--- src/hdl/pcxrle_pkg.sv ---
// Shared types and constants for the PCX run-length pixel stream decoder.
// No dependencies; imported by pcx_rle_image_decoder_core.
package pcxrle_pkg;

  // Field widths
  localparam int BYTE_W = 8;
  localparam int CFG_W  = 13;
  localparam int COL_W  = 12;
  localparam int ROW_W  = 12;
  localparam int PLN_W  = 2;
  localparam int CNT_W  = 6;
  // Byte offset within a whole encoded line (up to three planes of 8191 bytes)
  localparam int LPOS_W = 15;
  localparam int CIDX_W = 2;

  typedef logic [BYTE_W-1:0] byte_t;
  typedef logic [CFG_W-1:0]  cfg_t;
  typedef logic [COL_W-1:0]  col_t;
  typedef logic [ROW_W-1:0]  row_t;
  typedef logic [PLN_W-1:0]  plane_t;
  typedef logic [CNT_W-1:0]  count_t;
  typedef logic [LPOS_W-1:0] lpos_t;
  typedef logic [CIDX_W-1:0] cfg_idx_t;

  // Count byte marker and repeat mask
  localparam byte_t RUN_MARK = 8'hC0;
  localparam byte_t RUN_MASK = 8'h3F;

  // Register indexes
  localparam cfg_idx_t REG_IMAGE_WIDTH  = 2'd0;
  localparam cfg_idx_t REG_IMAGE_HEIGHT = 2'd1;
  localparam cfg_idx_t REG_LINE_BYTES   = 2'd2;
  localparam cfg_idx_t REG_THREE_PLANES = 2'd3;

  // Register reset values
  localparam cfg_t RST_IMAGE_WIDTH  = 13'd320;
  localparam cfg_t RST_IMAGE_HEIGHT = 13'd200;
  localparam cfg_t RST_LINE_BYTES   = 13'd320;

  // Plane codes
  localparam plane_t PLANE_RED   = 2'd0;
  localparam plane_t PLANE_GREEN = 2'd1;
  localparam plane_t PLANE_BLUE  = 2'd2;

endpackage

--- src/hdl/pcx_rle_image_decoder_core.sv ---
// PCX run-length pixel stream decoder: top level with register file and run sequencer.
// Depends on pcxrle_pkg.
//
// The decoder accepts one compressed byte per request and is busy until that byte's
// pixels are in the output register. A count byte, or a data byte after a count of
// zero, is handled in S_IDLE alone. A literal, or a data byte after a count of n, is
// accepted in S_IDLE, takes an S_RUN step on the shared position-advance unit per
// repeat up to the line end, then releases the final pixel with last_of_run set in
// S_FLUSH. The output register lets a pixel wait for out_ready while the next run
// step proceeds, but a step stalls while that register is full and not being taken.
// Pixels at or past image_width are dropped, a run stops at the line end, and after
// image_height rows every byte is taken and ignored. Configuration writes are always
// taken and must be made while the decoder is idle.
module pcx_rle_image_decoder_core #(
  parameter int MAX_WIDTH  = 4096,
  parameter int MAX_HEIGHT = 4096
) (
  input  logic                      clk,
  input  logic                      rst,
  // Configuration write channel
  input  logic                      cfg_valid,
  output logic                      cfg_ready,
  input  pcxrle_pkg::cfg_idx_t      cfg_index,
  input  pcxrle_pkg::cfg_t          cfg_data,
  // Compressed byte channel
  input  logic                      in_valid,
  output logic                      in_ready,
  input  pcxrle_pkg::byte_t         code_byte,
  // Decoded pixel channel
  output logic                      out_valid,
  input  logic                      out_ready,
  output pcxrle_pkg::byte_t         pixel_value,
  output pcxrle_pkg::col_t          column,
  output pcxrle_pkg::row_t          row,
  output pcxrle_pkg::plane_t        plane,
  output logic                      last_of_run
);
  import pcxrle_pkg::*;

  // Clamp limits, held to what the 13-bit registers can express
  localparam int CFG_MAX = (1 << CFG_W) - 1;
  localparam cfg_t W_LIMIT = cfg_t'((MAX_WIDTH  > CFG_MAX) ? CFG_MAX : MAX_WIDTH);
  localparam cfg_t H_LIMIT = cfg_t'((MAX_HEIGHT > CFG_MAX) ? CFG_MAX : MAX_HEIGHT);

  typedef enum logic [1:0] {
    S_IDLE,
    S_RUN,
    S_FLUSH
  } state_t;

  state_t state;

  // Configuration registers
  cfg_t image_width;
  cfg_t image_height;
  cfg_t line_bytes;
  logic three_planes;

  // Decoder state
  logic   awaiting_data;
  count_t pending_count;
  lpos_t  line_position;
  lpos_t  plane_column;
  plane_t current_plane;
  cfg_t   current_row;
  logic   image_done;

  // Run in progress
  byte_t  data_byte;
  count_t count_left;

  // Pixel held back until it is known whether it ends the run
  logic   held_valid;
  byte_t  held_value;
  col_t   held_column;
  row_t   held_row;
  plane_t held_plane;

  // Effective limits
  cfg_t  eff_w;
  cfg_t  eff_h;
  cfg_t  lb;
  lpos_t line_len;

  always_comb begin
    eff_w = (image_width  > W_LIMIT) ? W_LIMIT : image_width;
    eff_h = (image_height > H_LIMIT) ? H_LIMIT : image_height;
    lb    = (line_bytes   > W_LIMIT) ? W_LIMIT : line_bytes;
    if (lb == '0) begin
      lb = cfg_t'(1);
    end
    line_len = three_planes ? (lpos_t'(lb) << 1) + lpos_t'(lb) : lpos_t'(lb);
  end

  // Shared position-advance unit: one run step
  logic   step_emit;
  lpos_t  pos_inc;
  lpos_t  col_inc;
  logic   line_end;
  logic   plane_end;
  cfg_t   row_inc;

  always_comb begin
    step_emit = plane_column < lpos_t'(eff_w);
    pos_inc   = line_position + lpos_t'(1);
    col_inc   = plane_column + lpos_t'(1);
    row_inc   = current_row + cfg_t'(1);
    line_end  = pos_inc >= line_len;
    plane_end = three_planes && (col_inc >= lpos_t'(lb)) && (current_plane < PLANE_BLUE);
  end

  // Handshake terms
  logic out_free;
  logic in_take;
  logic ignore_byte;
  logic is_count;

  assign cfg_ready   = 1'b1;
  assign in_ready    = (state == S_IDLE);
  assign out_free    = !out_valid || out_ready;
  assign in_take     = in_valid && in_ready;
  assign ignore_byte = image_done || (current_row >= eff_h);
  assign is_count    = ((code_byte & RUN_MARK) == RUN_MARK);

  // Sequencer, state and output register
  always_ff @(posedge clk) begin
    if (rst) begin
      state         <= S_IDLE;
      image_width   <= RST_IMAGE_WIDTH;
      image_height  <= RST_IMAGE_HEIGHT;
      line_bytes    <= RST_LINE_BYTES;
      three_planes  <= 1'b0;
      awaiting_data <= 1'b0;
      pending_count <= '0;
      line_position <= '0;
      plane_column  <= '0;
      current_plane <= PLANE_RED;
      current_row   <= '0;
      image_done    <= 1'b0;
      count_left    <= '0;
      held_valid    <= 1'b0;
      out_valid     <= 1'b0;
    end else begin
      // Drop the output once taken; a load below overrides this
      if (out_valid && out_ready) begin
        out_valid <= 1'b0;
      end

      // Register writes
      if (cfg_valid && cfg_ready) begin
        unique case (cfg_index)
          REG_IMAGE_WIDTH:  image_width  <= cfg_data;
          REG_IMAGE_HEIGHT: image_height <= cfg_data;
          REG_LINE_BYTES:   line_bytes   <= cfg_data;
          REG_THREE_PLANES: three_planes <= cfg_data[0];
          default: ;
        endcase
      end

      unique case (state)
        S_IDLE: begin
          if (in_take) begin
            if (ignore_byte) begin
              image_done <= 1'b1;
            end else if (!awaiting_data && is_count) begin
              pending_count <= count_t'(code_byte & RUN_MASK);
              awaiting_data <= 1'b1;
            end else begin
              data_byte     <= code_byte;
              pending_count <= '0;
              awaiting_data <= 1'b0;
              if (!awaiting_data) begin
                count_left <= count_t'(1);
                state      <= S_RUN;
              end else if (pending_count != '0) begin
                count_left <= pending_count;
                state      <= S_RUN;
              end
            end
          end
        end

        S_RUN: begin
          if (out_free) begin
            // Emit: release the earlier pixel, hold this one
            if (step_emit) begin
              if (held_valid) begin
                out_valid   <= 1'b1;
                pixel_value <= held_value;
                column      <= held_column;
                row         <= held_row;
                plane       <= held_plane;
                last_of_run <= 1'b0;
              end
              held_valid  <= 1'b1;
              held_value  <= data_byte;
              held_column <= plane_column[COL_W-1:0];
              held_row    <= current_row[ROW_W-1:0];
              held_plane  <= current_plane;
            end
            // Advance position
            if (line_end) begin
              line_position <= '0;
              plane_column  <= '0;
              current_plane <= PLANE_RED;
              current_row   <= row_inc;
              if (row_inc >= eff_h) begin
                image_done <= 1'b1;
              end
            end else begin
              line_position <= pos_inc;
              if (plane_end) begin
                current_plane <= current_plane + plane_t'(1);
                plane_column  <= '0;
              end else begin
                plane_column <= col_inc;
              end
            end
            count_left <= count_left - count_t'(1);
            if (line_end || count_left == count_t'(1)) begin
              state <= S_FLUSH;
            end
          end
        end

        S_FLUSH: begin
          if (!held_valid) begin
            state <= S_IDLE;
          end else if (out_free) begin
            out_valid   <= 1'b1;
            pixel_value <= held_value;
            column      <= held_column;
            row         <= held_row;
            plane       <= held_plane;
            last_of_run <= 1'b1;
            held_valid  <= 1'b0;
            state       <= S_IDLE;
          end
        end

        default: state <= S_IDLE;
      endcase
    end
  end

  // A held pixel never outlives its run
  a_held_in_run: assert property (@(posedge clk) disable iff (rst)
    held_valid |-> (state != S_IDLE))
    else $error("held pixel while idle");

  // A run step always has repeats left
  a_run_count: assert property (@(posedge clk) disable iff (rst)
    (state == S_RUN) |-> (count_left != '0))
    else $error("run step with no repeats left");

  // The plane code stays within red, green, blue
  a_plane_range: assert property (@(posedge clk) disable iff (rst)
    (current_plane == PLANE_RED) || (current_plane == PLANE_GREEN) ||
    (current_plane == PLANE_BLUE))
    else $error("plane out of range");

  // Once the image is done the decoder stays done
  a_done_sticky: assert property (@(posedge clk) disable iff (rst)
    image_done |=> image_done)
    else $error("image done flag cleared");

  // A final pixel leaves only from the flush step
  a_last_from_flush: assert property (@(posedge clk) disable iff (rst)
    ($past(state) == S_RUN) && out_valid && !$past(out_valid && !out_ready) |-> !last_of_run)
    else $error("final pixel released during run step");

endmodule

--- config.mk ---
export PLATFORM = sky130hd
export DESIGN_NAME = pcx_rle_image_decoder_core
export DESIGN_NICKNAME = d
export VERILOG_FILES = /design/src/hdl/pcxrle_pkg.sv /design/src/hdl/pcx_rle_image_decoder_core.sv
export SDC_FILE = /design/constraint.sdc
export NUM_CORES = 1
export LEC_CHECK = 0
export ABC_AREA = 1
export BUFFER_PORTS_ARGS = -buffer_cell sky130_fd_sc_hd__buf_4
export CORE_MARGIN = 2
export CORE_UTILIZATION = 47
export CTS_CLUSTER_DIAMETER = 60
export DETAILED_ROUTE_END_ITERATION = 16
export GPL_TIMING_DRIVEN = 0
export HOLD_SLACK_MARGIN = 0.06
export PLACE_DENSITY = 0.71
export SLEW_MARGIN = 20
export SYNTH_ARGS = -nofsm -noshare
export SYNTH_HDL_FRONTEND = slang
export SYNTH_SLANG_ARGS = --single-unit
--- constraint.sdc ---
create_clock -name clk -period 10.4 [get_ports clk]
set_input_delay 1.56 -clock clk [delete_from_list [all_inputs] [get_ports clk]]
set_output_delay 1.56 -clock clk [all_outputs]
set_load 0.05 [all_outputs]
==> results.toml <==
[cts]
cts.sinks = 180
worstSkewPairLatency_ns = 0.43
clk_pin_slew_ns = 0.07
ctsHtreeMaxLevel = 4
cts_hold_buf = 0
cts_buffer_depth = 2
cts_setup_buffers = 0
cts_tree = "done"
numCtsBuffers = 17
root_buffer = "clkbuf_16"
cts_resized = 0

[global_routing]
gr-usage-all-layers_pct = 21.9
grt_overflow = 0
grt_max_degree = 24
grt_pass1_wl_um = 38200
grt_pass1_vias = 7600
antenna_found_initial = 0

[setup_path]
cp_max_fo = 10
cp-start-kind = "flop"
crit_arrival_ns = 5.57
worst_setup_path_end_kind = "flop"
required_ns = 10.76
worstSetupPathType = "reg -> reg"

[floorplan]
initial_core_util_pct = 48.1
num_rows = 52
io_pins = 66
core_area_mm2 = 0.0203
die-area_mm2 = 0.0220
die_width_um = 148
fp.dieH_um = 148

[sta]
setup_tns_ns = 0
worst_pin_slew_ns = 1.00
max_slew_margin_pct = 32.2
period_needed_ns = 5.21
drv_slew = 0
finalHoldViolations = 0
min_period_over_period_pct = 50.1
hold_ws_ns = 0.418
setup_viol = 0
fmax_ghz = 0.192
rsz0062_at_grt = "no"
finClkSkew_ns = 0.0118

[yosys]
synthMuxAreaShare_pct = 0
synthFlopType = "dfxtp_1"
synthAdderAreaFrac_pct = 10.2
syn_nets = 1297
synth_edf_count = 77
synthSimpleGateAreaFrac_pct = 22.8
synth.distinct_cells = 48
synth_cells = 1190
yosysSeqAreaShare_pct = 44.8
avgSynthCellArea_um2 = 8.21
async_flop_share_pct = 0
yosys_warnings = 0
synth_xor_area_share_pct = 3.84
mappedNetlistArea_mm2 = 0.00977
synth-compound-area-share_pct = 12.5
synth_seq_cells = 180
synth_top_family_by_area = "simple AND/OR/NAND/NOR gates"

[min_path]
hp-class = "reg -> reg"

[power]
switching_share_pct = 35.8
p_comb_share_pct = 29.2
clkPwrFrac_pct = 28.8
power_frac_seq_pct = 42.1
peakVddDrop_mv = 0.128
internal-power_mw = 1.35
p_leak_nw = 4.71
p_per_area_mw_per_mm2 = 188
power_switching_mw = 0.756

[placed_design]
io_buffers = 63
gp_congestion = 0.900
dp_hpwl_um = 18400

[job]
cap_violations = 0

[routing]
wire_per_inst_um = 15.2
dr.pass1.iters = 5
drt_iter0_drc = 792
drc = 0
num_vias = 8398
ant_nets = 0
wirelength_um = 23700
vias_per_cell = 5.39

[finish]
area_delta_synth_final_pct = 14.6
layout_common_cells = "nand2_1 (226), nor2_1 (149), a21oi_1 (106), dfxtp_1 (103), inv_1 (102)"
drive_above_1_share_pct = 10.0
final_common_cell = "nand2_1"
antenna_cells = 0
fillCellCount = 1943
final_nets = 1383

[status]
outcome = "completed"
-- worst paths after layout --
check / start / endpoint / slack, ns / cells after the start
setup / recovery: line_bytes[3] / line_position[13] / 5.19 / 27
hold / removal: held_column[6] / column[6] / 0.42 / 0
setup reg to reg: line_bytes[3] / line_position[13] / 5.19 / 27
hold reg to reg: held_column[6] / column[6] / 0.42 / 0
-- registers in the layout, indices dropped and copies added, names as in the netlist, 8 cells and up --
register,flops
current_row,13
line_bytes,13
row,12
pixel_value,8
data_byte,8
column,12
held_column,12
image_width,13
held_row,12
held_value,8
image_height,13
plane_column,15
line_position,15
-- metal layers --
layer  part of all wire (%)  wire [um]  GRT usage, %
met1                     47      11100          31.1
met4                    1.6        388          7.24
met5                      0          0             0
met3                    6.8       1620          3.40
met2                     45      10600          34.6
-- stage by stage --
step / power (mW) / instance area (um2) / setup WS [ns] / utilization (%) / instances
2_1_floorplan: 1.33 / 9770 / 5.28 / - / 1190
4_1_cts: 2.12 / 11200 / 5.30 / 55.2 / 1559
5_1_grt: 2.21 / 11200 / 4.92 / 55.2 / 1559
3_5_place_dp: 1.51 / 10600 / 5.38 / 52.5 / 1527
3_3_place_gp: 1.49 / 10600 / 3.58 / 52.1 / 1523
6_report: 2.11 / 11200 / 5.19 / 55.2 / 1559
-- critical path, cell delays in order, from the launching register on --
cell and delay, ns:
dfxtp_1 0.42, nor2_1 0.13, nand2_1 0.07, nor2_2 0.11, nand2_2 0.07, nand2_4 0.08
buf_12 0.15, nand2_1 0.08, nor2_1 0.21, inv_1 0.14, fa_1 0.40, nor2_1 0.15
nand2_1 0.08, nand2_2 0.10, a21oi_2 0.08, o21ai_1 0.16, a21oi_1 0.08, a21oi_1 0.20
ha_1 0.28, nand2_1 0.11, o21ai_0 0.14, a21oi_1 0.16, nand3_1 0.29, nand2_1 0.17
clkbuf_1 0.43, clkbuf_1 0.54, nand2_1 0.14, a21oi_1 0.15
-- area by class of cell --
type / instances / area, um2 / share of cell area (%)
inverter: 111 / 417 / 3.72
multi-input combinational: 864 / 4830 / 43.2
tap: 270 / 338 / 3.02
buffer: 35 / 159 / 1.42
timing repair buffer: 67 / 527 / 4.70
clock buffer: 21 / 462 / 4.12
clock inverter: 11 / 92.6 / 0.826
sequential: 180 / 4370 / 39.0
-- logic make-up (layout without fill, tap and decap cells) --
kind of cell | after synthesis | count (layout)
AOI/OAI and AO/OA | 227 | 227
xor gates and xnor gates | 42 | 42
adders and majority gates | 79 | 79
buffers and inverters | 146 | 245
DFF | 180 | 180
other | 1 | 1
and+or+nand+nor | 515 | 515
-- power groups by stage --
stage          sequential (mW)  clock (mW)  combinational [mW]
4_1_cts                  0.888       0.617               0.612
3_5_place_dp             0.903           0               0.609
6_report                 0.888       0.607               0.615
2_1_floorplan             1.02           0               0.308
3_3_place_gp             0.905           0               0.586
5_1_grt                  0.897       0.644               0.674
-- synth_stat cells (2+ instances only) --
cell,count,area (um2)
xor2_1,28,245
inv_2,5,18.8
o211ai_1,4,30.0
xnor2_1,13,114
o21bai_1,2,15.0
a22o_1,2,17.5
nor4_1,5,31.3
ha_1,78,976
nand3_1,61,305
a211oi_1,4,30.0
nand3b_1,3,22.5
clkbuf_1,32,120
edfxtp_1,77,2310
a31oi_1,7,43.8
o21ai_2,2,17.5
nor2_2,6,37.5
o21ai_0,83,415
nor2_1,150,563
nand2_4,5,56.3
or2_1,2,12.5
nor3b_1,2,15.0
nand2_2,8,50.1
a21oi_1,106,531
nor3_1,14,70.1
a21o_1,4,30.0
o21ai_1,5,25.0
inv_1,102,383
clkinv_1,4,15.0
nand2_1,226,848
dfxtp_1,103,2060
nand4_1,30,188
Power figures use the tool's default switching activity.
